$ cat src/rtl/core/tffss_pkg.sv
// Shared constants for the flip-free step size block.
`default_nettype none
package tffss_pkg;

	localparam logic OP_LOAD     = 1'b0;
	localparam logic OP_TRIANGLE = 1'b1;

	localparam logic [31:0] TOL_RESET = 32'd4295;

	localparam int QW        = 32;
	localparam int FRAC_BITS = 16;
	localparam int RAD_BITS  = 32;

	localparam logic [3:0] PROD_LAST = 4'd9;

endpackage
`default_nettype wire

$ cat src/rtl/core/tffss_div.sv
// Restoring divider for a 32-bit quotient, held at 2^32 when it overflows.
`default_nettype none
module tffss_div
	import tffss_pkg::*;
#(
	parameter int NW = 87,
	parameter int EW = 70
) (
	input  logic          clk,
	input  logic          arst_n,
	input  logic          go,
	input  logic [NW-1:0] n,
	input  logic [EW-1:0] e,
	output logic          done,
	output logic [QW:0]   q
);

	localparam int DVW  = ((NW > EW + QW) ? NW : EW + QW) + 1;
	localparam int CNTW = $clog2(QW + 1);

	logic [DVW-1:0]  rem_q;
	logic [DVW-1:0]  dsr_q;
	logic [QW:0]     q_q;
	logic [CNTW-1:0] cnt_q;
	logic            chk_q;
	logic            run_q;
	logic            done_q;
	logic            ge;

	assign ge = (rem_q >= dsr_q);

	always_ff @(posedge clk or negedge arst_n) begin
		if (!arst_n) begin
			chk_q  <= 1'b0;
			run_q  <= 1'b0;
			done_q <= 1'b0;
			cnt_q  <= '0;
		end else begin
			done_q <= 1'b0;
			if (go) begin
				chk_q <= 1'b1;
			end else if (chk_q) begin
				chk_q <= 1'b0;
				if (ge) begin
					done_q <= 1'b1;
				end else begin
					run_q <= 1'b1;
					cnt_q <= CNTW'(QW);
				end
			end else if (run_q) begin
				cnt_q <= cnt_q - 1'b1;
				if (cnt_q == CNTW'(1)) begin
					run_q  <= 1'b0;
					done_q <= 1'b1;
				end
			end
		end
	end

	always_ff @(posedge clk) begin
		if (go) begin
			rem_q <= DVW'(n);
			dsr_q <= DVW'(e) << QW;
			q_q   <= '0;
		end else if (chk_q) begin
			if (ge) begin
				q_q <= {1'b1, {QW{1'b0}}};
			end
			dsr_q <= dsr_q >> 1;
		end else if (run_q) begin
			if (ge) begin
				rem_q <= rem_q - dsr_q;
			end
			q_q   <= {q_q[QW-1:0], ge};
			dsr_q <= dsr_q >> 1;
		end
	end

	assign done = done_q;
	assign q    = q_q;

endmodule
`default_nettype wire

$ cat config.mk
export PLATFORM = sky130hd
export DESIGN_NAME = tffss_div
export DESIGN_NICKNAME = d
export VERILOG_FILES = /design/src/rtl/core/tffss_pkg.sv /design/src/rtl/core/tffss_div.sv
export SDC_FILE = /design/constraint.sdc
export NUM_CORES = 1
export LEC_CHECK = 0
export ABC_AREA = 1
export BUFFER_PORTS_ARGS = -buffer_cell sky130_fd_sc_hd__buf_2
export CORE_MARGIN = 4
export CORE_UTILIZATION = 50
export CTS_CLUSTER_DIAMETER = 120
export DETAILED_ROUTE_END_ITERATION = 16
export PLACE_DENSITY_LB_ADDON = 0.3
export SLEW_MARGIN = 40
export SYNTH_ARGS = -nofsm -noshare
export SYNTH_HDL_FRONTEND = slang
export SYNTH_SLANG_ARGS = --single-unit
$ cat constraint.sdc
create_clock -name clk -period 5.3 [get_ports clk]
set_clock_uncertainty 0.1 [all_clocks]
set_input_delay 0 -clock clk [delete_from_list [all_inputs] [get_ports clk]]
set_output_delay 0 -clock clk [all_outputs]
set_load 0.01 [all_outputs]
==> impl_metrics.json <==
{
  "outcome": "finished, final reports clean",
  "min_period_over_period_pct": 69.9,
  "whs_ns": 0.112,
  "setup_viol": 0,
  "via_count": 20700,
  "yosysWarningCount": 0,
  "slew_viol_final": 0,
  "cts_resized": 0,
  "start_kind": "register",
  "globalRouteTotalUtil_pct": 33.6,
  "hpwl_um": 56600,
  "drc": 0,
  "yosysSeqAreaShare_pct": 33.6,
  "critPathRequiredTime_ns": 5.45,
  "grt_pass1_vias": 20200,
  "gr-total-overflow": 0,
  "clkLatencyLatePin_ns": 0.58,
  "cts-root-buf": "clkbuf_16",
  "startpoint": "dsr_q[2]",
  "end_kind": "register",
  "synth_edf_count": 157,
  "hold_viol_final": 0,
  "wl_per_cell_um": 18.8,
  "syn_area_per_cell_um2": 6.49,
  "tns_ns": 0,
  "crit_fanout": 72,
  "min_period_ns": 3.71,
  "power_leakage_uw": 0.0114,
  "n_antenna_cell": 0,
  "hold_path_class": "primary input to register",
  "drt_iter0_markers": 2079,
  "numCtsBuffers": 27,
  "num_io_pins": 194,
  "cts_buffer_depth": 3,
  "firstDrtPassIters": 5,
  "totalWireLength_um": 72800,
  "rr_startpoint": "dsr_q[2]",
  "slew_headroom_pct": 44.4,
  "clkSlewWorstSetupHoldPaths_ns": 0.06,
  "critical_path_class": "register to register",
  "antenna_found_initial": 0,
  "syn_area_um2": 19500,
  "ff2ff_setup_slack_ns": 1.59,
  "maxClockFrequency_mhz": 270,
  "grt_max_degree": 133,
  "die_y_um": 206,
  "ys_ff_latch": 247,
  "grt_pass1_wl_um": 111000,
  "drive_gt1_share_pct": 11.5,
  "ant_nets": 0,
  "port_buffers": 193,
  "worstPathArrival_ns": 3.86,
  "reg2reg_to": "rem_q[50]",
  "max_cap_viol_count": 0,
  "power_uw": 8290,
  "core_um2": 38600,
  "powerDensity_nw_per_um2": 353,
  "synthDistinctLibCells": 50,
  "die_w_um": 206,
  "synthArstFlopShare_pct": 3.64,
  "row_count": 72,
  "clkSinkCount": 247,
  "fillers": 3531,
  "cts_tree": "done",
  "rsz0062_at_grt": "false",
  "cp-endpoint": "rem_q[50]",
  "die_area_um2": 42200,
  "synthCells": 3003,
  "h-tree-depth": 1,
  "ir_drop_v": 0.000281,
  "final_nets": 3595,
  "via_per_inst": 5.35,
  "initial_utilization_pct": 50.5,
  "synth_nets": 3268,
  "syn_to_final_growth_pct": 20.3,
  "place_congestion": 0.999,
  "synth_ff_type": "edfxtp_1",
  "tightest_slew_ns": 0.827,
  "r2r_cells": 17
}
==> per-stage QoR <==
| step | area, um2 | cells | setup slack, ns | utilization, % |
|---|---|---|---|---|
| final | 23500 | 3869 | 1.59 | 60.7 |
| after global routing | 23500 | 3869 | 1.35 | 60.7 |
| after CTS | 23500 | 3869 | 1.62 | 60.7 |
| after detailed placement | 21000 | 3660 | 1.62 | 54.2 |
| after global placement | 20900 | 3660 | 1.37 | 54.2 |
| after floorplan | 19500 | 3003 | 1.05 | - |
==> synthesized netlist by cell type (16+ instances only) <==
master,n,area share [%]
or2_2,33,1.1
nor2_2,26,0.83
clkbuf_1,47,0.90
nand4_1,16,0.51
o21bai_1,34,1.3
a21oi_1,190,4.9
nand2_1,1030,20
edfxtp_1,157,24
nand3_1,145,3.7
ha_1,104,6.7
nor2_1,267,5.1
dfxtp_1,81,8.3
o21ai_0,194,5.0
nand2_2,30,0.96
nor3_1,22,0.56
xnor2_1,21,0.94
inv_1,475,9.1
==> layout make-up <==
type	count	area [um2]	share of cell area, %
Tap cell	518	648	2.76
Timing Repair Buffer	358	2620	11.2
Inverter	488	1830	7.82
Clock buffer	37	795	3.39
Multi-Input combinational cell	2208	10900	46.4
Sequential cell	247	6560	28.0
Clock inverter	13	111	0.475
==> report_power, final <==
group	internal [uW]	leakage [uW]	switching [uW]
combinational	1230	0.00860	2650
sequential	2360	0.00238	98.2
clock	1110	0.000459	845
total	4690	0.0114	3600
==> worst max-delay path, stage by stage, from the launching register on <==
cell	delay, ns
dfxtp_1	0.33
inv_1	0.06
ha_1	0.39
nand2_1	0.09
nand2_1	0.10
inv_1	0.06
nand2_2	0.12
nand2_1	0.08
nand2_2	0.17
nand2_2	0.09
nand3b_4	0.13
nand2_2	0.07
nand2_4	0.10
nand3_4	0.11
nand2_4	0.19
nand2_2	0.21
nand2_8	0.55
buf_4	0.38
==> how the worst min path moves through the flow <==
stage,startpoint,end,cells past startpoint
after floorplan,arst_n,chk_q,0
after global placement,arst_n,done,1
after detailed placement,arst_n,done,1
after CTS,go,dsr_q[54],2
after global routing,e[4],dsr_q[36],4
final,go,dsr_q[57],2
==> flip-flops by register name, indices dropped and copies added, names as in the netlist <==
| signal | flops |
|---|---|
| done | 1 |
| run_q | 1 |
| q | 33 |
| chk_q | 1 |
| dsr_q | 102 |
| rem_q | 103 |
| cnt_q | 6 |
==> layer usage <==
layer | global-route usage [%] | share of wire (%) | vias to the layer above
met5 | 0 | 0 | -
met4 | 9.74 | 3.1 | 0
met3 | 3.83 | 7.1 | 114
met2 | 55.3 | 45 | 819
met1 | 46.8 | 45 | 9605
li1 | - | - | 10200
==> cell usage in the layout (no fill, tap or decap), types with 4 or more instances in the layout <==
| master | instances |
|---|---|
| clkinv_2 | 6 |
| and2_1 | 4 |
| clkbuf_8 | 7 |
| nand3_1 | 145 |
| nand2_1 | 1028 |
| nand3b_1 | 14 |
| o21bai_1 | 34 |
| ha_1 | 104 |
| inv_1 | 475 |
| nor2_4 | 13 |
| nor2_1 | 265 |
| a21oi_1 | 190 |
| edfxtp_1 | 157 |
| clkbuf_16 | 28 |
| or2_2 | 33 |
| a31oi_1 | 6 |
| dlygate4sd3_1 | 159 |
| buf_4 | 5 |
| dfrtp_1 | 9 |
| nor2_2 | 27 |
| nand2_2 | 30 |
| xor2_1 | 8 |
| nor4_1 | 7 |
| nand4_1 | 16 |
| inv_4 | 4 |
| nor3_1 | 22 |
| buf_2 | 192 |
| o21ai_1 | 11 |
| dfxtp_1 | 81 |
| inv_2 | 11 |
| xnor2_1 | 21 |
| o21ai_0 | 194 |
| o21ai_2 | 10 |
==> repair_timing <==
action,CTS,global route
setup buffers,0,0
hold buffers,159,0
endpoints found under the hold margin,166,0
==> logic make-up after synthesis <==
| kind of cell | count (synthesis) | synth area share, % |
|---|---|---|
| xor gates and xnor gates | 29 | 1.30 |
| and+or+nand+nor | 1618 | 34.9 |
| adders and majority gates | 105 | 6.77 |
| DFF | 247 | 33.6 |
| buffers and inverters | 548 | 10.8 |
| AOI/OAI and AO/OA | 456 | 12.6 |
Power figures use the tool's default switching activity.
