File: src/rtl/core/tffss_sqrt.sv
// Bit-serial integer square root, one root bit per cycle.
`default_nettype none
module tffss_sqrt #(
	parameter int XW = 170
) (
	input  logic              clk,
	input  logic              arst_n,
	input  logic              go,
	input  logic [XW-1:0]     x,
	output logic              done,
	output logic [XW/2-1:0]   root
);

	localparam int RW   = XW / 2;
	localparam int CNTW = $clog2(RW + 1);

	logic [XW-1:0]   xs_q;
	logic [RW-1:0]   root_q;
	logic [RW+1:0]   rem_q;
	logic [CNTW-1:0] cnt_q;
	logic            run_q;
	logic            done_q;
	logic [RW+3:0]   remc;
	logic [RW+3:0]   trial;
	logic            take;

	assign remc  = {rem_q, xs_q[XW-1 -: 2]};
	assign trial = {2'b0, root_q, 2'b01};
	assign take  = (remc >= trial);

	always_ff @(posedge clk or negedge arst_n) begin
		if (!arst_n) begin
			run_q  <= 1'b0;
			done_q <= 1'b0;
			cnt_q  <= '0;
		end else begin
			done_q <= 1'b0;
			if (go) begin
				run_q <= 1'b1;
				cnt_q <= CNTW'(RW);
			end else if (run_q) begin
				cnt_q <= cnt_q - 1'b1;
				if (cnt_q == CNTW'(1)) begin
					run_q  <= 1'b0;
					done_q <= 1'b1;
				end
			end
		end
	end

	always_ff @(posedge clk) begin
		if (go) begin
			xs_q   <= x;
			root_q <= '0;
			rem_q  <= '0;
		end else if (run_q) begin
			xs_q   <= {xs_q[XW-3:0], 2'b0};
			root_q <= {root_q[RW-2:0], take};
			rem_q  <= take ? (RW+2)'(remc - trial) : (RW+2)'(remc);
		end
	end

	assign done = done_q;
	assign root = root_q;

endmodule
`default_nettype wire

File: config.mk
export PLATFORM = sky130hd
export DESIGN_NAME = tffss_sqrt
export DESIGN_NICKNAME = d
export VERILOG_FILES = /design/src/rtl/core/tffss_sqrt.sv
export SDC_FILE = /design/constraint.sdc
export NUM_CORES = 1
export LEC_CHECK = 0
export ABC_AREA = 1
export BUFFER_PORTS_ARGS = -buffer_cell sky130_fd_sc_hd__buf_2
export CORE_UTILIZATION = 55
export DETAILED_ROUTE_END_ITERATION = 6
export PLACE_DENSITY_LB_ADDON = 0.05
export SLEW_MARGIN = 20
export SYNTH_ARGS = -nofsm -noshare
export SYNTH_HDL_FRONTEND = slang
export SYNTH_SLANG_ARGS = --single-unit
File: constraint.sdc
create_clock -name clk -period 14.72 [get_ports clk]
set_input_delay 2.208 -clock clk [delete_from_list [all_inputs] [get_ports clk]]
set_output_delay 2.208 -clock clk [all_outputs]
set_load 0.03 [all_outputs]
==> flow_metrics.tcl, run 1 <==
set metrics [dict create \
    status "completed" \
    synthFlopType "dfxtp_1" \
    post-cts-setup-buffers 0 \
    maxCapViolCount 0 \
    yosysSeqAreaShare_pct 38.5 \
    drive_above_1_share_pct 10.1 \
    crit_type "in -> reg" \
    grt.busiest_layer "met2" \
    fin_area_um2 25600 \
    synth_top_area_share_pct 27.2 \
    grt_pass1_wl_mm 111 \
    routed_wl_mm 71.1 \
    grt_max_degree 109 \
    clk_pin_slew_ps 60 \
    ff2ff_path_depth 14 \
    die_h_um 206 \
    ctsResizeCount 0 \
    drc 0 \
    root_buffer "clkbuf_16" \
    start_util_pct 55.8 \
    p_seq_share_pct 22.2 \
    rrSetupSlack_ps 10690 \
    maxClockFrequency_ghz 0.215 \
    yosysTopAreaCell "nand2_1" \
    power.switching_mw 2.92 \
    syn_nets 3782 \
    leakage_nw 14.1 \
    std_cell_rows 74 \
    io_buffers 258 \
    grtUsageMet1_pct 43.4 \
    cts_tree "yes" \
    synth-edff-count 170 \
    min_path_type "reg -> reg" \
    place_area_um2 24400 \
    insertion_delay_ps 600 \
    overflow 0 \
    grt_util_met2_pct 57.3 \
    async_flop_share_pct 2.56 \
    routabilityCongestion 1.03 \
    routedWlPerCell_um 16.6 \
    ctsHoldBuffers 0 \
    ir_drop_mv 0.139 \
    grt_pass1_vias 21100 \
    synth.avg_cell_area_um2 6.48 \
    tns_ps 0 \
    clock_sinks 351 \
    critPathSlowestCell "buf_4" \
    cp_cell_sequence "buf_4 > nor2_4 > buf_4 > inv_8 > buf_4 > o22ai_1" \
    synth_common_cells "nand2_1 (1654), inv_1 (530), nand3_1 (208)" \
    p_comb_share_pct 60.9 \
    avgViaCountPerCell 5.23 \
    crit_path_max_incr_delay_ps 920 \
    finalHoldViolations 0 \
    fin_crit_ps 4640 \
    fin_skew_ps 33.8 \
    cts_buffers 38 \
    yosysWarnings 0 \
    hpwl_mm 55.2 \
    critPathCaptureType "flop" \
    cp.arrival_ps 5040 \
    hold_depth 2 \
    cts_max_path_buffers 3 \
    area_growth_pct 12.4 \
    core_um2 40800 \
    synth_cell_types 35 \
    rsz0062_at_grt "false" \
    relSlewSlack_pct 25.8 \
    crit_fanout 95 \
    drtIter0Drc 1862 \
    dr.pass1.iters 6 \
    drtAntennaViolNets 0 \
    num_vias 22400 \
    critPathRequiredTime_ps 15120 \
    crit_path_frequent_cell "buf_4" \
    finalMaxSlewViolations 0 \
    synth_most_common_cell "nand2_1" \
    final_nets 3990 \
    synth.area.top_cells "nand2_1 (27%), edfxtp_1 (22%), dfxtp_1 (15%), inv_1 (8.7%), ha_1 (4.9%)" \
    finalCritPeriodShare_pct 31.5 \
    p_int_mw 2.73 \
    die_area_um2 42300 \
    synthCells 3520 \
    use_met3_pct 4.80 \
    cp-start-kind "input pin" \
    power.share.clock_pct 16.9 \
    die_w_um 206 \
    grt_antenna_before_repair 1 \
    htree_levels 2 \
    synthesis.area_um2 22800 \
    tightestPinTransition_ps 1110 \
    grtUsageTotal_pct 33.7 \
    power.density_nw_per_um2 220 \
    ios 259 \
    swShare_pct 51.7 \
    ys_seq_elements 351 \
    setup_violations 0 \
]
power groups by stage:
stage          clock network, mW  registers [mW]  logic, mW
2_1_floorplan                  0            1.25       2.41
3_3_place_gp                   0            1.26       3.34
3_5_place_dp                   0            1.27       3.37
4_1_cts                    0.963            1.25       3.39
5_1_grt                    0.996            1.27       3.83
6_report                   0.954            1.25       3.44
layout make-up:
type / instances / area [µm²]
Fill cell: 3781 / 15200
Multi-Input combinational cell: 2515 / 11500
Sequential cell: 351 / 8770
Inverter: 554 / 2090
Timing Repair Buffer: 268 / 1370
Clock buffer: 54 / 1110
Tap cell: 532 / 666
Clock inverter: 12 / 135
Antenna cell: 1 / 2.50
final timing paths:
kind	from	to
worst max-delay path	go	root[28]$_SDFFE_PP0P_
worst min-delay path	rem_q[72]$_SDFFE_PP0P_	rem_q[72]$_SDFFE_PP0P_
worst max register to register	root[52]$_SDFFE_PP0P_	rem_q[75]$_SDFFE_PP0P_
worst min register to register	rem_q[72]$_SDFFE_PP0P_	rem_q[72]$_SDFFE_PP0P_
max in group asynchronous	arst_n	cnt_q[0]$_DFFE_PN0P_
min in group asynchronous	arst_n	done$_DFF_PN0_
logic make-up after synthesis:
kind of cell / after synthesis / share of synthesized area [%]
buffers and inverters: 654 / 11.3
adders and majority gates: 89 / 4.88
and+or+nand+nor: 2154 / 37.9
AOI/OAI and AO/OA: 229 / 5.79
xor gates and xnor gates: 43 / 1.65
DFF: 351 / 38.5
worst max-delay path: cells and delay by family:
family          cells  cell delay, ps
compound gates      1             180
buf+inv             4            2490
simple gates        1              20
metrics by stage:
stage          hold WS [ps]  power (mW)  cells  setup WS [ps]  util [%]
4_1_cts                 470        5.60   4286          10150      62.8
3_5_place_dp            460        4.63   4220           9560      59.7
6_report                470        5.65   4287          10080      62.8
3_3_place_gp            454        4.60   4220           9610      59.7
5_1_grt                 483        6.10   4287           9890      62.8
2_1_floorplan           443        3.66   3520           6950         -
layer usage:
metal / up-vias / share of wire, % / wire length [µm]
li1: 11300 / - / -
met1: 10300 / 43 / 30700
met2: 753 / 47 / 33400
met3: 120 / 6.3 / 4480
met4: 0 / 3.6 / 2580
met5: - / 0 / 0
placed cells by master, fill, tap and decap left out, drive strengths merged, types with 24 or more instances in the layout:
cell,count
o21ai,31
xor2,35
inv,556
ha,89
nand3b,26
a21oi,86
nor2,208
nor3,24
buf,268
nand2,1659
o22ai,85
edfxtp,170
clkbuf,54
dfxtp,172
nand3,209
registers in the layout (all words and copies together) (netlist names):
register / flops
root: 85
run_q: 1
rem_q: 87
cnt_q: 7
done: 1
xs_q: 170
No activity file was read; power rests on OpenSTA's default activity.
==> inputs of run 2 (changes only) <==
clock period = 4.9 ns   (was 14.72 ns; I/O delays follow)
==> run 2 against run 1 <==
  * Sequential share of layout area is 0.16 points lower
  * Flip-flop and latch count stayed put
  * Die area stayed put
  * Critical path depth is 12 higher
  * Final cell count is 0.16% higher
  * First-iteration DRC count is 4.1% higher
  * Utilization is 0.29 points higher
  * Non-clock buffer count is 4 higher
  * Clock power grew to 3.2 times the previous value
  * Global-route usage is 0.42 points higher
  * Combinational power grew to 3.0 times the previous value
==> flow_metrics.tcl, run 2 (synthesis gave the netlist of run 1 again) <==
set metrics [dict create \
    power_mw 17.2 \
    ir_drop_mv 0.323 \
    overflow 0 \
    maxCapViolCount 0 \
    final_nets 3994 \
    htree_levels 2 \
    cp.arrival_ps 3740 \
    critPathCaptureType "flop" \
    rsz0062_at_grt "false" \
    grt_pass1_vias 21400 \
    layout_setup_ws_ps 1610 \
    cp-start-kind "flop" \
    whs_ps 426 \
    drtAntennaViolNets 0 \
    die_h_um 206 \
    fin_crit_ps 3290 \
    area_growth_pct 12.9 \
    routabilityCongestion 1.09 \
    leakage_nw 14.2 \
    ctsResizeCount 0 \
    relSlewSlack_pct 31.2 \
    status "completed" \
    core_um2 40800 \
    final_common_cell "nand2_1" \
    std_cell_rows 74 \
    crit_type "reg -> reg" \
    finalHoldViolations 0 \
    tightestPinTransition_ps 1030 \
    grt_pass1_wl_mm 112 \
    cts_tree "yes" \
    final_util_pct 63.1 \
    tns_ps 0 \
    cpLargestDelayFamily "simple AND/OR/NAND/NOR gates" \
    dr.pass1.iters 6 \
    cts_buffers 38 \
    finalCritPeriodShare_pct 67.1 \
    ios 259 \
    routed_wl_mm 72.5 \
    post-cts-setup-buffers 0 \
    ctsHoldBuffers 1 \
    path_buf_inv 4 \
    power.density_nw_per_um2 669 \
    place_ws_ps 1690 \
    cp_cell_sequence "inv_1 > ha_1 > nand2_1 > inv_1 > nand2_1 > nand2_1 > clkinv_1 > nand3_1 > nand2_1 > nand3_2 > nand2_1 > nand2_2 > nand2_4 > nand3b_1 > nand2_1 > inv_1 > nand2_1 > nand2_1" \
    grt_max_degree 159 \
    grtUsageTotal_pct 34.2 \
    setup_violations 0 \
    crit_fanout 76 \
    root_buffer "clkbuf_16" \
    drive_above_1_share_pct 10.2 \
    clk_pin_slew_ps 60 \
    critPathSlowestCell "nand2_4" \
    finalMaxSlewViolations 0 \
    cts_max_path_buffers 3 \
    clock_sinks 351 \
    min_path_type "in -> reg" \
    largest_reg_flops 170 \
    routedWlPerCell_um 16.9 \
    hpwl_mm 56.0 \
    die_area_um2 42300 \
    critPathRequiredTime_ps 5360 \
    insertion_delay_ps 590 \
    crit_path_max_incr_delay_ps 670 \
    regMostFlops "xs_q" \
    start_util_pct 55.8 \
    avgViaCountPerCell 5.24 \
    fin_skew_ps 36.5 \
    die_w_um 206 \
    grt_antenna_before_repair 2 \
    drc 0 \
    num_vias 22500 \
    rrSetupSlack_ps 1610 \
    io_buffers 258 \
    crit_path_frequent_cell "nand2_1" \
    maxClockFrequency_ghz 0.304 \
    final_cell_mix "nand2_1 (1654), inv_1 (528), buf_2 (257)" \
    drtIter0Drc 1939 \
]
[run 2: worst paths after layout]
kind / startpoint / to / cells after the start
setup / recovery: root[6]$_SDFFE_PP0P_ / rem_q[79]$_SDFFE_PP0P_ / 18
hold / removal: x[0] / xs_q[0]$_SDFFCE_PN0P_ / 3
setup reg to reg: root[6]$_SDFFE_PP0P_ / rem_q[79]$_SDFFE_PP0P_ / 18
hold reg to reg: rem_q[17]$_SDFFE_PP0P_ / rem_q[17]$_SDFFE_PP0P_ / 2
max in group asynchronous: arst_n / cnt_q[0]$_DFFE_PN0P_ / 2
min in group asynchronous: arst_n / cnt_q[3]$_DFFE_PN0P_ / 2
[run 2: per-stage QoR]
stage	instances	instance area (µm²)
floorplan	3520	22800
global placement	4223	24400
detailed placement	4223	24400
CTS	4293	25700
global route	4294	25700
finish	4294	25700
[run 2: final cells by class]
type	count	area (µm²)
repair buffers	272	1410
flip-flops and latches	351	8770
diodes	1	2.50
well taps	532	666
clock inverters	13	215
multi-input cells	2515	11500
clock buffers	56	1100
inverters	554	2090
fillers	3783	15100
[run 2: worst reg2reg max path, stage by stage (launching register included)]
cell	delay, ps
dfxtp_1	320
inv_1	80
ha_1	360
nand2_1	150
inv_1	50
nand2_1	60
nand2_1	90
clkinv_1	60
nand3_1	260
nand2_1	170
nand3_2	180
nand2_1	150
nand2_2	90
nand2_4	670
nand3b_1	220
nand2_1	110
inv_1	50
nand2_1	50
nand2_1	50
[run 2: routing by layer]
| layer | vias up | wire length (µm) | track usage [%] |
|---|---|---|---|
| li1 | 11300 | - | - |
| met2 | 755 | 34200 | 58.3 |
| met5 | - | 12 | 0 |
| met1 | 10300 | 30900 | 43.4 |
| met4 | 2 | 2500 | 12.3 |
| met3 | 134 | 4870 | 5.53 |
[run 2: power by group]
group	switching [mW]	internal, mW	leakage (nW)
clock network	1.26	1.79	0.642
registers	0.257	3.51	3.38
logic	7.31	3.09	10.2
